==> src/rtl/serial_mul_div_unit_assert.svh <==
// Assertion macros used by the serial multiply/divide unit RTL.
`ifndef SERIAL_MUL_DIV_UNIT_ASSERT_SVH
`define SERIAL_MUL_DIV_UNIT_ASSERT_SVH

// Same-cycle implication under synchronous active-low reset.
`define SMDU_ASSERT_NOW(label, clk, rst_n, ante, cons) \
    label: assert property (@(posedge clk) disable iff (!(rst_n)) (ante) |-> (cons)) \
        else $error("smdu assertion failed");

// Next-cycle implication under synchronous active-low reset.
`define SMDU_ASSERT_NEXT(label, clk, rst_n, ante, cons) \
    label: assert property (@(posedge clk) disable iff (!(rst_n)) (ante) |=> (cons)) \
        else $error("smdu assertion failed");

`endif

==> src/rtl/smdu_pkg.sv <==
// Types, command codes and step counts for the serial multiply/divide unit.
package smdu_pkg;

    localparam logic [1:0] CMD_STEP = 2'd0;
    localparam logic [1:0] CMD_MUL  = 2'd1;
    localparam logic [1:0] CMD_DIV  = 2'd2;

    localparam logic [3:0] MUL_STEPS = 4'd8;
    localparam logic [4:0] DIV_STEPS = 5'd16;

    typedef struct packed {
        logic [1:0]  cmd;
        logic [15:0] operand_a;
        logic [7:0]  operand_b;
    } t_in;

    typedef struct packed {
        logic [15:0] product_or_remainder;
        logic [15:0] quotient_or_shifted;
        logic        busy_res;
    } t_out;

    typedef struct packed {
        logic [3:0]  mul_count;
        logic [4:0]  div_count;
        logic [15:0] accumulator;
        logic [15:0] shift_register;
        logic [23:0] shifted_operand;
    } t_state;

endpackage

==> src/rtl/serial_mul_div_unit.sv <==
// Top level of the serial multiply/divide unit: input register, state, result register.
//
//  channel | valid      | stall       | word
//  --------+------------+-------------+-----------
//  in      | i_in_valid | o_in_stall  | i_in_data
//  out     | o_out_valid| i_out_stall | o_out_data
//
// The accepting edge loads a word into the input register; from there it passes through the
// step logic into the state and result registers once the result slot is free or draining.
// A new word is accepted every cycle while the output is not stalled; the state loop is one
// register deep. Reset clears the step counters, state and valid flags; no clearing pass.
// A stall on the output holds the result and backs up through the input register.
`include "serial_mul_div_unit_assert.svh"

module serial_mul_div_unit (
    input  logic             i_clk,
    input  logic             i_rst_n,
    input  logic             i_in_valid,
    output logic             o_in_stall,
    input  smdu_pkg::t_in    i_in_data,
    output logic             o_out_valid,
    input  logic             i_out_stall,
    output smdu_pkg::t_out   o_out_data
);

    logic             r_in_valid;
    smdu_pkg::t_in    r_in;
    smdu_pkg::t_state r_state;
    smdu_pkg::t_state n_state;
    logic             r_out_valid;
    smdu_pkg::t_out   r_out;
    logic             s_fire;
    logic             s_mul_start;
    logic             s_div_start;
    logic             s_state_busy;

    // advance the step stage when the result slot is free or draining
    assign s_fire     = r_in_valid && (!r_out_valid || !i_out_stall);
    assign o_in_stall = r_in_valid && !s_fire;

    assign s_mul_start  = s_fire && (r_in.cmd == smdu_pkg::CMD_MUL);
    assign s_div_start  = s_fire && (r_in.cmd == smdu_pkg::CMD_DIV);
    assign s_state_busy = (r_state.mul_count != 4'd0) || (r_state.div_count != 5'd0);

    smdu_step u_step (
        .i_cmd_word (r_in),
        .i_state    (r_state),
        .o_state    (n_state)
    );

    always_ff @(posedge i_clk) begin
        if (!i_rst_n) begin
            r_in_valid  <= 1'b0;
            r_out_valid <= 1'b0;
            r_state     <= '0;
        end else begin
            if (!o_in_stall) begin
                r_in_valid <= i_in_valid;
            end
            if (s_fire) begin
                r_out_valid <= 1'b1;
                r_state     <= n_state;
            end else if (!i_out_stall) begin
                r_out_valid <= 1'b0;
            end
        end
    end

    always_ff @(posedge i_clk) begin
        if (!o_in_stall && i_in_valid) begin
            r_in <= i_in_data;
        end
        if (s_fire) begin
            r_out.product_or_remainder <= n_state.accumulator;
            r_out.quotient_or_shifted  <= n_state.shift_register;
            r_out.busy_res             <= (n_state.mul_count != 4'd0)
                                       || (n_state.div_count != 5'd0);
        end
    end

    assign o_out_valid = r_out_valid;
    assign o_out_data  = r_out;

    `SMDU_ASSERT_NEXT(a_state_hold, i_clk, i_rst_n, !s_fire, $stable(r_state))
    `SMDU_ASSERT_NEXT(a_mul_start, i_clk, i_rst_n, s_mul_start, r_state.mul_count == 4'd8)
    `SMDU_ASSERT_NEXT(a_mul_clear, i_clk, i_rst_n, s_mul_start, r_state.accumulator == 16'd0)
    `SMDU_ASSERT_NEXT(a_div_start, i_clk, i_rst_n, s_div_start, r_state.div_count == 5'd16)
    `SMDU_ASSERT_NOW(a_busy_match, i_clk, i_rst_n, r_out_valid, r_out.busy_res == s_state_busy)

endmodule

==> src/rtl/smdu_step.sv <==
// Next-state logic: command decode, one multiply step and one divide step.
module smdu_step (
    input  smdu_pkg::t_in    i_cmd_word,
    input  smdu_pkg::t_state i_state,
    output smdu_pkg::t_state o_state
);

    smdu_pkg::t_state s_mul;
    smdu_pkg::t_state s_div;
    logic [23:0]      s_sop_shr;

    always_comb begin
        s_mul     = i_state;
        s_div     = i_state;
        s_sop_shr = 24'd0;
        o_state   = i_state;

        unique case (i_cmd_word.cmd)
            smdu_pkg::CMD_STEP: begin
                // multiply step first
                if (i_state.mul_count != 4'd0) begin
                    s_mul.mul_count = i_state.mul_count - 4'd1;
                    if (i_state.shift_register[0]) begin
                        s_mul.accumulator = i_state.accumulator
                                          + i_state.shifted_operand[15:0];
                    end
                    s_mul.shift_register  = {1'b0, i_state.shift_register[15:1]};
                    s_mul.shifted_operand = {i_state.shifted_operand[22:0], 1'b0};
                end
                // then divide step on the multiply result
                s_div = s_mul;
                if (s_mul.div_count != 5'd0) begin
                    s_div.div_count      = s_mul.div_count - 5'd1;
                    s_sop_shr            = {1'b0, s_mul.shifted_operand[23:1]};
                    s_div.shifted_operand = s_sop_shr;
                    s_div.shift_register = {s_mul.shift_register[14:0], 1'b0};
                    if ({8'd0, s_mul.accumulator} >= s_sop_shr) begin
                        // divisor fits, so it is below 2^16
                        s_div.accumulator       = s_mul.accumulator - s_sop_shr[15:0];
                        s_div.shift_register[0] = 1'b1;
                    end
                end
                o_state = s_div;
            end
            smdu_pkg::CMD_MUL: begin
                o_state.accumulator     = 16'd0;
                o_state.shift_register  = {i_cmd_word.operand_b,
                                           i_cmd_word.operand_a[7:0]};
                o_state.shifted_operand = {16'd0, i_cmd_word.operand_b};
                o_state.mul_count       = smdu_pkg::MUL_STEPS;
            end
            smdu_pkg::CMD_DIV: begin
                o_state.accumulator     = i_cmd_word.operand_a;
                o_state.shifted_operand = {i_cmd_word.operand_b, 16'd0};
                o_state.div_count       = smdu_pkg::DIV_STEPS;
            end
            default: begin
                o_state = i_state;
            end
        endcase
    end

endmodule

==> config.mk <==
export PLATFORM = sky130hd
export DESIGN_NAME = serial_mul_div_unit
export DESIGN_NICKNAME = d
export VERILOG_FILES = /design/src/rtl/smdu_pkg.sv /design/src/rtl/serial_mul_div_unit.sv /design/src/rtl/smdu_step.sv
export VERILOG_INCLUDE_DIRS = /design/src /design/src/rtl
export SDC_FILE = /design/constraint.sdc
export NUM_CORES = 1
export LEC_CHECK = 0
export ABC_AREA = 0
export ABC_CLOCK_PERIOD_IN_PS = 4720
export BUFFER_PORTS_ARGS = -buffer_cell sky130_fd_sc_hd__buf_4
export CAP_MARGIN = 20
export CORE_UTILIZATION = 60
export CTS_BUF_LIST = sky130_fd_sc_hd__clkbuf_16
export DETAILED_ROUTE_END_ITERATION = 8
export PLACE_DENSITY = 0.89
export SYNTH_ARGS = -nofsm -noshare
export SYNTH_HDL_FRONTEND = slang
export SYNTH_HIERARCHICAL = 1
export SYNTH_SLANG_ARGS = --single-unit
==> constraint.sdc <==
create_clock -name i_clk -period 4.72 [get_ports i_clk]
set_input_delay 0 -clock i_clk [delete_from_list [all_inputs] [get_ports i_clk]]
set_output_delay 0 -clock i_clk [all_outputs]
set_load 0.05 [all_outputs]
==> impl_metrics.ini <==
[run_status]
outcome = completed

[job]
max_cap_viol_count = 0

[global_routing]
antenna_found_initial = 0
gr-total-overflow = 0
grt_max_degree = 109
grt_pass1_vias = 7032
track_usage_pct = 31.16
grt_pass1_wl_mm = 34.59

[detailed_routing]
first_iter_violations = 949
drt_pre_antenna_iters = 6
detail_route.vias_per_cell = 6.289
post_drt_wl_per_cell_um = 18.48
via_count = 7528
wl_mm = 22.12
antenna_left = 0
drt_drc_violations_left = 0

[critical_path]
required_ps = 5070
arrival_ps = 4810
endpoint_kind = register
max_stage_delay_ps = 430
path_common_cell = inv_1
critPathMaxFanout = 17
path_cells = inv_1 > ha_1 > inv_1 > or3_1 > buf_4 > nand2_1 > o21ai_0 > ha_1 > inv_1 > fa_1 > a211oi_1 > o21ai_0 > a31oi_1 > o21bai_1 > a21oi_1 > xnor2_1 > mux2i_1 > o22ai_1 > nand2_1 > mux2i_1
cp_slowest_cell = fa_1
worstSetupPathType = register to register
cp-start-kind = register

[final_layout]
syn2layout_area_growth_pct = 17.47
drive_gt1_share_pct = 12.73
antennaDiodeCount = 0
final_util_pct = 72.82
nFillCells = 913
layout.nets = 1073

[timing]
drv_slew = 0
fin_crit_ps = 4459
max_freq_mhz = 224.3
fin_tns_setup_ps = 0
tightest_slew_ps = 1038
grt_setup_unrepaired = false
fin_ws_ps = 260.7
period_share_pct = 94.48
clock_skew_ps = 10.49
slew_headroom_pct = 30.82
hold_violations = 0
setup_viol = 0

[floorplanning]
num_rows = 42
coreArea_um2 = 13300
die-area_um2 = 14210
dieHeight_um = 119.2
die_w_um = 119.2
pin_count = 65
initial_core_util_pct = 61.99

[logic_synthesis]
synthSimpleGateAreaFrac_pct = 17.84
ys.flop_type = dfxtp_1
syn_nets = 1001
synth_top_cell_area_share_pct = 21.50
netlist_area_um2 = 8242
ys_seq_elements = 126
async_flop_share_pct = 0
syn_area_per_cell_um2 = 8.805
synth_top_family_by_area = simple AND/OR/NAND/NOR gates
synthAdderAreaFrac_pct = 5.496
synthXorXnorAreaFrac_pct = 2.550
netlist_instances = 936
ys_top_cells_by_area = edfxtp_1 (21%), dfxtp_1 (16%), mux2i_1 (14%)
yosysTopAreaCell = edfxtp_1
netlist-cell-type-count = 68
synth_commonest_cells = nand2_1 (248), mux2i_1 (118), dfxtp_1 (67)
yosysSeqAreaShare_pct = 37.77
synthMuxAreaShare_pct = 15.01
synth_edf_count = 59
yosysWarningCount = 6
yosysMostFrequentCell = nand2_1
synth_compound_area_share_pct = 16.30

[pwr]
p_sw_mw = 0.8217
switching_share_pct = 26.72
p_comb_share_pct = 15.7
power.share.sequential_pct = 40.0
fin_total_pwr_mw = 3.076
ir_drop_mv = 0.4861
clkPwrFrac_pct = 44.3
internal_power_mw = 2.254
leakagePower_nw = 3.803
power.density_nw_per_um2 = 317.7

[clock_tree]
cts_buffer_depth = 2
cts_tree = yes
numCtsBuffers = 17
clock_latency_ps = 430
cts_root_buffer = clkbuf_16
postCtsSetupBuffers = 0
htree_num_levels = 4
clkSinkCount = 126
clk_pin_slew_ps = 60

[placement]
place_congestion = 0.9685
port_buffers = 64
place_ws_ps = 452.4
detailed_place_hpwl_mm = 14.14

[worst_hold_path]
hp-class = primary input to register
## cell families (layout without fill, tap and decap cells)
group	after synthesis	after routing
flip-flops	126	126
buffers and inverters	75	160
XOR/XNOR	24	24
adder cells (fa/ha/maj)	35	35
multiplexers	123	123
AND/OR/NAND/NOR	348	348
AO/OA/AOI/OAI	205	205
## worst max-delay path, delay by kind of cell (launching register included)
kind,cells,cell delay (ps)
adder cells (fa/ha/maj),3,920
buffers and inverters,4,620
AO/OA/AOI/OAI,7,1590
XOR/XNOR,1,150
AND/OR/NAND/NOR,3,430
multiplexers,2,250
flip-flops,1,420
## path summary, 6_finish.rpt
| path | end | cells past startpoint | slack, ps | startpoint |
|---|---|---|---|---|
| worst max-delay path | r_state[50] | 20 | 260 | r_state[61] |
| worst min-delay path | r_in[4] | 2 | 300 | i_in_data[4] |
| worst max register to register | r_state[50] | 20 | 260 | r_state[61] |
| worst min register to register | r_state[37] | 2 | 500 | r_state[37] |
## layer usage
layer  track usage [%]  routed length [um]  vias up  share of wire [%]
li1                  -                   -     3526                  -
met1             37.14                8730     3542                 39
met2             50.25               10480      380                 47
met3             8.285                1780       80                8.0
met4             18.75                1126        0                5.1
met5                 0                   0        -                  0
## timing repair
action	in CTS	in global routing
gates resized for setup	0	2
endpoints found under the setup margin	0	11
hold endpoints to repair	39	0
hold buffers	31	0
## power by group through the flow
stage	combinational (mW)	sequential [mW]	clock (mW)
floorplan	0.306	1.28	0
global placement	0.438	1.25	0
detailed placement	0.450	1.25	0
CTS	0.473	1.23	1.37
global route	0.514	1.23	1.42
finish	0.483	1.23	1.36
## registers in the layout (all words and copies together), names as in the netlist
register	count
r_state	65
o_out_data	33
r_in	26
o_out_valid	1
r_in_valid	1
## final cells by class
| type | count | area (um^2) | share of cell area (%) |
|---|---|---|---|
| inverters | 15 | 56.30 | 0.5815 |
| well taps | 176 | 220.2 | 2.274 |
| clock buffers | 17 | 425.4 | 4.394 |
| repair buffers | 113 | 938.4 | 9.692 |
| multi-input cells | 735 | 4750 | 49.06 |
| flip-flops and latches | 126 | 3113 | 32.15 |
| clock inverters | 15 | 178.9 | 1.848 |
## through the flow
step	instances	area (um^2)	hold WS, ps
floorplan	936	8242	98.87
global placement	1134	8757	177.9
detailed placement	1134	8757	179.5
CTS	1197	9672	279.9
global route	1197	9682	284.6
finish	1197	9682	295.6
## layout by cell type (no fill, tap or decap), types with 4 or more instances in the layout
cell type	count
xor2_1	6
buf_4	81
nor3_1	17
nand3_1	12
a31oi_1	5
xnor2_1	18
mux2_2	5
and2_1	8
nor2b_1	6
edfxtp_1	59
clkbuf_16	17
a32o_1	8
a221o_1	4
dlygate4sd3_1	31
nand2_1	248
and3_1	5
bufinv_16	4
mux2i_1	118
o21ai_0	45
a21o_1	9
nor2_1	31
inv_1	16
o21a_1	6
o21ai_1	4
clkinv_2	4
a21oi_1	56
a211oi_1	11
a221oi_1	12
dfxtp_1	67
ha_1	33
o22ai_1	18
Note: power is estimated with default switching activity, not from simulation.
